File: src/design/potl_pkg.sv
// Package for the priority-ordered task list: payload structs, codes and
// the minutes-to-hours helpers. No dependencies.
`default_nettype none
package potl_pkg;

  localparam int unsigned DEPTH_DEF = 32;
  localparam int unsigned MIN_PER_HOUR = 60;
  localparam int unsigned SUM_W = 19;
  localparam int unsigned HOUR_MAX = 16383;

  typedef enum logic [2:0] {
    K_PUSH   = 3'd0,
    K_POP    = 3'd1,
    K_REMOVE = 3'd2,
    K_CHPRI  = 3'd3,
    K_UP     = 3'd4,
    K_DOWN   = 3'd5,
    K_QUERY  = 3'd6,
    K_NONE   = 3'd7
  } kind_t;

  typedef enum logic [1:0] {
    ST_OK        = 2'd0,
    ST_NOT_FOUND = 2'd1,
    ST_FULL      = 2'd2,
    ST_EMPTY     = 2'd3
  } status_t;

  typedef struct packed {
    logic [2:0]  kind;
    logic [15:0] task_number;
    logic [2:0]  priority_req;
    logic [7:0]  hours;
    logic [5:0]  minutes;
  } req_t;

  typedef struct packed {
    logic [1:0]  status;
    logic [15:0] out_task_number;
    logic [2:0]  out_priority;
    logic [13:0] out_hours;
    logic [5:0]  out_minutes;
    logic [5:0]  entry_count;
    logic [13:0] total_hours;
    logic [5:0]  total_minutes;
  } rsp_t;

  typedef struct packed {
    logic [15:0] num;
    logic [2:0]  pri;
    logic [7:0]  hr;
    logic [5:0]  mn;
  } slot_t;

  // Control word broadcast from the sequencer to every cell.
  typedef enum logic [2:0] {
    OP_HOLD   = 3'd0,
    OP_INSERT = 3'd1,
    OP_DELETE = 3'd2,
    OP_ROTL   = 3'd3,
    OP_ROTR   = 3'd4,
    OP_SWAP   = 3'd5,
    OP_SETPRI = 3'd6
  } cop_t;

  typedef struct packed {
    cop_t        op;
    logic [10:0] pos;  // insert / delete / swap / priority-write position
    logic [10:0] last; // index of the tail before the operation
    slot_t       ins;  // slot written by insert
    logic [2:0]  pri;  // search / query priority, or priority to write
    logic [15:0] num;  // search number
  } ctl_t;

  // Exact x / 60 for x < 2**19: the reciprocal estimate is low by at most
  // one, and a single compare corrects it.
  function automatic logic [SUM_W-1:0] quot60(input logic [SUM_W-1:0] x);
    logic [SUM_W+16:0] p;
    logic [SUM_W-1:0] q;
    p = {17'd0, x} * 36'd69905;
    q = {5'd0, p[SUM_W+16:22]};
    if (({6'd0, q} + 25'd1) * 25'd60 <= {6'd0, x}) q = q + 1'b1;
    return q;
  endfunction

  // Minutes value divided by 60, saturated to the hours field.
  function automatic logic [13:0] div60(input logic [SUM_W-1:0] x);
    logic [SUM_W-1:0] q;
    q = quot60(x);
    return (q > SUM_W'(HOUR_MAX)) ? 14'(HOUR_MAX) : q[13:0];
  endfunction

  function automatic logic [5:0] mod60(input logic [SUM_W-1:0] x);
    logic [SUM_W+5:0] r;
    r = {6'd0, x} - ({6'd0, quot60(x)} * 25'd60);
    return r[5:0];
  endfunction

endpackage
`default_nettype wire

File: src/design/potl_cell.sv
// One slot of the task chain. Holds a task and shifts with its neighbors
// under the broadcast control word. Depends on potl_pkg.
`default_nettype none
module potl_cell #(
  parameter int unsigned IDX_W = 5,
  parameter int unsigned INDEX = 0
) (
  input  wire logic            clk,
  input  potl_pkg::ctl_t       ctl,
  input  potl_pkg::slot_t      from_left,
  input  potl_pkg::slot_t      from_right,
  input  potl_pkg::slot_t      head_slot,
  input  potl_pkg::slot_t      tail_slot,
  output potl_pkg::slot_t      slot,
  output logic                 pri_gt,
  output logic                 num_eq,
  output logic                 pri_eq
);
  import potl_pkg::*;

  localparam logic [10:0] ME = 11'(INDEX);
  slot_t slot_next;

  assign pri_gt = slot.pri > ctl.pri;
  assign num_eq = slot.num == ctl.num;
  assign pri_eq = slot.pri == ctl.pri;

  always_comb begin
    slot_next = slot;
    case (ctl.op)
      OP_INSERT: begin
        if (ME == ctl.pos) slot_next = ctl.ins;
        else if (ME > ctl.pos && ME <= ctl.last + 11'd1) slot_next = from_left;
      end
      OP_DELETE: begin
        if (ME >= ctl.pos && ME < ctl.last) slot_next = from_right;
      end
      OP_ROTL: begin
        if (ME < ctl.last) slot_next = from_right;
        else if (ME == ctl.last) slot_next = head_slot;
      end
      OP_ROTR: begin
        if (ME == 11'd0) slot_next = tail_slot;
        else if (ME <= ctl.last) slot_next = from_left;
      end
      OP_SWAP: begin
        if (ME == ctl.pos) slot_next = from_right;
        else if (ME == ctl.pos + 11'd1) slot_next = from_left;
      end
      OP_SETPRI: begin
        if (ME == ctl.pos) slot_next.pri = ctl.pri;
      end
      default: slot_next = slot;
    endcase
  end

  // Slot storage has no reset; entries past the count are never read.
  always_ff @(posedge clk) begin
    slot <= slot_next;
  end

  logic unused;
  assign unused = ^IDX_W;
endmodule
`default_nettype wire

File: config.mk
export PLATFORM = sky130hd
export DESIGN_NAME = potl_cell
export DESIGN_NICKNAME = d
export VERILOG_FILES = /design/src/design/potl_pkg.sv /design/src/design/potl_cell.sv
export SDC_FILE = /design/constraint.sdc
export NUM_CORES = 1
export LEC_CHECK = 0
export BUFFER_PORTS_ARGS = -buffer_cell sky130_fd_sc_hd__buf_2
export CORE_ASPECT_RATIO = 2
export CORE_MARGIN = 10
export CORE_UTILIZATION = 47
export DETAILED_ROUTE_END_ITERATION = 10
export PLACE_DENSITY = 0.87
export SYNTH_ARGS = -nofsm -noshare
export SYNTH_HDL_FRONTEND = slang
export SYNTH_SLANG_ARGS = --single-unit
File: constraint.sdc
create_clock -name clk -period 5.45 [get_ports clk]
set_clock_uncertainty 0.05 [all_clocks]
set_input_delay 0.2725 -clock clk [delete_from_list [all_inputs] [get_ports clk]]
set_output_delay 0.2725 -clock clk [all_outputs]
set_load 0.02 [all_outputs]
* Word level (Yosys, flattened, before mapping) *
Index checks and enable logic that the tools add are counted.

storage, ports and cells
  word-level logic and storage cells = 44
  flip-flop bits (word level) = 33

cells by class
  add/sub/neg operators = 2
  muxes and demuxes = 11
  reduce and logical (&&, ||, !) cells = 9
  order comparisons = 5
  equal/unequal tests = 13

operators by type and width
  cell                     number
  $mux W33                 7
  $pmux W16 S5             1
  $pmux W14 S5             1
  $logic_not A11 Y1        3
  $add A11 B1 Y11 const B  2
  $pmux W3 S6              1
  $eq A16 B16 Y1           1
  $ge A1 B11 Y1 const A    1
  $gt A1 B11 Y1 const A    1
  $le A1 B11 Y1 const A    1
  $lt A1 B11 Y1 const A    1
  $eq A3 B3 Y1 const B     3
  $ne A3 B3 Y1 const B     3
  $eq A3 B2 Y1 const B     2
  $reduce_and A6 Y1        1
  $reduce_bool A6 Y1       1
  $reduce_and A5 Y1        1
  $reduce_bool A5 Y1       1
  $ne A2 B2 Y1 const B     2
  $eq A3 B1 Y1 const B     1
  $eq A3 B3 Y1             1
  $gt A3 B3 Y1             1
  $mux W3                  1
  $logic_and A1 B1 Y1      2

* Longest topological paths before layout *
  depth after elaboration = 6
  mapped depth = 8
  depth with buffers taken out = 6

* Worst setup path before layout *
Ideal clock, no wire load.

  path type = input -> register
  start point = in ctl[67] in the netlist's numbering
  end point = reg slot[0] in the netlist's numbering (enable)
  required time = 4983 ps
  arrival time = 2470 ps
  setup time = 417 ps
  slack = 2513 ps
  cell stages on the path = 7
  cells stage by stage = nor4_2 -> and3_1 -> buf_6 -> buf_12 -> buf_12 -> nor2_1 -> nor2_1

between the ends
  cells in the longest elaborated chain, start to end = 4
  elaborated cells on any way between the ends = 11

ends and longest elaborated chain
  what                                                                  line             source
  start: declaration                                                    potl_cell.sv:9   input potl_pkg::ctl_t ctl,
  $add A11 B1 Y11 (tied with other cells)                               potl_cell.sv:48  else if (ME == ctl.pos + 11'd1) slot_next = from_left;
  $logic_not A11 Y1 (tied with other cells)                             potl_cell.sv:48
  $ne A3 B3 Y1 (no source line) / $ne A2 B2 Y1 (equally long branches)  n/a
  $reduce_and A5 Y1 (no source line) *                                  n/a
  end signal: assignment                                                potl_cell.sv:59  slot <= slot_next;
  end: declaration                                                      potl_cell.sv:14  output potl_pkg::slot_t slot,

Mark *: on every way between the ends. The rest lies on a longest branch, timed or not.
A chain may end at the register's enable or synchronous reset.

==> metrics.txt <==
# TYPE chip_impl_metric gauge
chip_impl_metric{name="layout-drive-gt1-share",unit="%"} 35.3
chip_impl_metric{name="grt_start_max_net_pins",unit=""} 75
chip_impl_info{name="postSynth.topFlopCell",value="edfxtp_1"} 1
chip_impl_metric{name="ys_ff_latch",unit=""} 33
chip_impl_metric{name="post-route-period-util",unit="%"} 48.6
chip_impl_metric{name="final_area",unit="mm2"} 0.00514
chip_impl_metric{name="cell_pwr_density",unit="mW/mm2"} 200
chip_impl_metric{name="dr.pass1.iters",unit=""} 5
chip_impl_info{name="setup.worst_path.start_class",value="input pin"} 1
chip_impl_metric{name="drv.max_cap_violation_count",unit=""} 0
chip_impl_metric{name="synth_enable_flop_cells",unit=""} 33
chip_impl_metric{name="synthDistinctLibCells",unit=""} 36
chip_impl_info{name="critical_path_class",value="input pin to flip-flop"} 1
chip_impl_metric{name="drt-vias-per-instance",unit=""} 5.88
chip_impl_metric{name="max-vdd-ir-drop",unit="mV"} 0.173
chip_impl_metric{name="synthArstFlopShare",unit="%"} 0
chip_impl_metric{name="globalRouteOverflowTotal",unit=""} 0
chip_impl_metric{name="cts_max_level",unit=""} 2
chip_impl_metric{name="first_global_vias",unit=""} 5507
chip_impl_metric{name="area_growth",unit="%"} 32.4
chip_impl_metric{name="ioPinCount",unit=""} 246
chip_impl_metric{name="design.final.nets",unit=""} 974
chip_impl_metric{name="compound_cell_area_share_of_the_yosys_netlist",unit="%"} 23.7
chip_impl_metric{name="final_report_setup_violation_count",unit=""} 0
chip_impl_metric{name="largest_register_ffs",unit=""} 33
chip_impl_metric{name="yosys-mux-area-fraction",unit="%"} 0
chip_impl_metric{name="finalWorstSetupSlack",unit="ns"} 2.80
chip_impl_metric{name="gp_routability_congestion",unit=""} 0.873
chip_impl_metric{name="synth_adder_area_share",unit="%"} 1.29
chip_impl_metric{name="grt_pass1_wl",unit="mm"} 25.4
chip_impl_metric{name="max_clock_freq",unit="MHz"} 378
chip_impl_metric{name="final_hold_viol_count",unit=""} 0
chip_impl_metric{name="timing.final.max_slew_violations",unit=""} 0
chip_impl_metric{name="cts.sink_count",unit=""} 33
chip_impl_metric{name="timing.setup.tns",unit="ns"} 0
chip_impl_metric{name="detailed_route_wire_length_per_cell",unit="um"} 19.4
chip_impl_info{name="dominant_combinational_cell_family_by_area_after_synthesis",value="simple AND/OR/NAND/NOR gates"} 1
chip_impl_metric{name="cts_repair_resize_count",unit=""} 0
chip_impl_metric{name="timing.slew.headroom",unit="%"} 18.1
chip_impl_metric{name="yosys.area_share.simple",unit="%"} 36.7
chip_impl_metric{name="post-dp-hpwl",unit="mm"} 12.6
chip_impl_metric{name="worst_setup_slack_post_dpl",unit="ns"} 2.59
chip_impl_metric{name="route.detailed.drc",unit=""} 0
chip_impl_info{name="cts_root_buffer",value="clkbuf_16"} 1
chip_impl_metric{name="postRouteAntennaNets",unit=""} 0
chip_impl_metric{name="netlist_area",unit="mm2"} 0.00388
chip_impl_metric{name="cts_buffer_depth",unit=""} 2
chip_impl_metric{name="cts_made_buffers",unit=""} 5
chip_impl_metric{name="detail_route.wirelength",unit="mm"} 16.6
chip_impl_metric{name="synth_area_per_cell",unit="um2"} 7.10
chip_impl_metric{name="fin_crit",unit="ns"} 2.65
chip_impl_metric{name="synth_xor_area_share",unit="%"} 3.83
chip_impl_metric{name="dieArea",unit="mm2"} 0.0125
chip_impl_info{name="status",value="complete, no violations"} 1
chip_impl_metric{name="cts-hold-fix-buffers",unit=""} 0
chip_impl_metric{name="clkSlewWorstSetupHoldPaths",unit="ns"} 0.05
chip_impl_metric{name="number_of_antenna_violations_at_the_first_check_in_global_routing",unit=""} 1
chip_impl_metric{name="worstMarginPinSlew",unit="ns"} 1.23
chip_impl_metric{name="grt_use_total",unit="%"} 24.3
chip_impl_metric{name="finalHoldWorstSlack",unit="ns"} 0.322
chip_impl_metric{name="via_count",unit=""} 5047
chip_impl_metric{name="part_of_the_yosys_area_used_for_sequential_elements",unit="%"} 25.5
chip_impl_metric{name="post_dp_cell_area",unit="mm2"} 0.00498
chip_impl_metric{name="chipWidth",unit="um"} 84.3
chip_impl_metric{name="initial_utilization",unit="%"} 48.6
chip_impl_metric{name="placement_rows",unit=""} 46
chip_impl_metric{name="cellLeakagePower",unit="nW"} 2.34
chip_impl_metric{name="synthCells",unit=""} 547
chip_impl_info{name="tritoncts",value="yes"} 1
chip_impl_info{name="largest_register",value="slot"} 1
chip_impl_metric{name="critical_path_peak_fanout",unit=""} 74
chip_impl_metric{name="synth_nets",unit=""} 761
chip_impl_info{name="tightest_hold_check_type",value="input pin to flip-flop"} 1
chip_impl_metric{name="hold_critical_path_depth",unit=""} 2
chip_impl_metric{name="yosys_warnings",unit=""} 0
chip_impl_info{name="reg.largest.list",value="slot: 33 flops"} 1
chip_impl_metric{name="postCtsSetupRepairBufs",unit=""} 0
chip_impl_metric{name="numPortBuffers",unit=""} 245
chip_impl_metric{name="die_height",unit="um"} 149
chip_impl_info{name="unrepaired_setup_endpoints_after_global_routing",value="false"} 1
chip_impl_metric{name="worst-endpoint-arrival",unit="ns"} 2.73
chip_impl_info{name="critical_path_sink_type",value="flip-flop"} 1
chip_impl_metric{name="drt_iter0_markers",unit=""} 427
chip_impl_metric{name="core",unit="mm2"} 0.00800
chip_impl_metric{name="worst_ep_required_time",unit="ns"} 5.53
-- critical path, cell delays in order --
cell and delay (ns):
buf_2 0.78, nand2_1 1.02, a21oi_1 0.45, o31a_1 0.19
-- path summary, 6_finish.rpt --
path / endpoint / from / slack (ns)
max: slot[31]$_DFFE_PP_ / ctl[74] / 2.80
min: slot[15]$_DFFE_PP_ / from_right[15] / 0.32
-- power breakdown --
| group | switching (mW) | internal (mW) | total (mW) |
|---|---|---|---|
| sequential | 0.0222 | 0.330 | 0.352 |
| clock | 0.0939 | 0.214 | 0.308 |
| combinational | 0.209 | 0.159 | 0.368 |
-- area by class of cell --
type	instances	area [um2]
well taps	96	120
clock buffers	6	129
diodes	1	2.50
fillers	716	2860
inverters	10	37.5
flip-flops and latches	33	991
multi-input cells	459	2560
repair buffers	251	1270
clock inverters	2	33.8
-- kinds of logic (layout without fill, tap and decap cells) --
group,after synthesis,after routing
buf+inv,55,269
fa+ha+maj,4,4
flops,33,33
compound gates,138,138
xor+xnor,17,17
other cells,0,1
simple gates,300,300
-- layout by cell type, fill, tap and decap left out, types with 2 or more instances in the layout --
cell type,netlist,routed
nor3_1,3,3
nand4_1,8,8
nand2b_1,61,61
o31a_1,30,30
a22oi_1,30,30
buf_4,6,6
nand2_1,158,158
and3_1,3,2
clkbuf_16,0,5
edfxtp_1,33,33
nand3_2,2,2
ha_1,4,4
nor2_2,0,2
buf_2,8,245
xnor2_1,16,16
nor4_2,4,4
inv_1,10,10
a221oi_1,3,3
a21boi_1,2,2
o21ai_0,5,5
a32oi_1,2,2
a21oi_1,62,62
nor2_1,14,11
a311o_1,2,2
nand3_1,41,41
-- metrics by stage --
step,power (mW),utilization (%),std cells
2_1_floorplan,0.551,-,547
3_3_place_gp,0.712,62.2,849
3_5_place_dp,0.721,62.2,849
4_1_cts,1.03,64.3,857
5_1_grt,1.08,64.3,858
6_report,1.03,64.3,858
-- synth_stat cells (3+ instances only) --
library cell  instances  area, um2
a21oi_1              62        310
a221oi_1              3       26.3
a22oi_1              30        225
and3_1                3       18.8
buf_1                 3       11.3
buf_12                4       80.1
buf_2                 8       40.0
buf_4                 6       45.0
buf_6                 6       67.6
clkbuf_1             17       63.8
edfxtp_1             33        991
ha_1                  4       50.1
inv_1                10       37.5
nand2_1             158        593
nand2b_1             61        382
nand3_1              41        205
nand4_1               8       50.1
nor2_1               14       52.6
nor3_1                3       15.0
nor4_2                4       50.1
o21ai_0               5       25.0
o31a_1               30        263
xnor2_1              16        140
-- metal layers --
metal	part of all wire (%)	track usage, %	vias up
li1	-	-	2351
met1	33	23.3	2281
met2	53	44.5	339
met3	8.8	6.13	76
met4	5.3	15.2	0
met5	0	0	-
No activity file was read; power rests on OpenSTA's default activity.
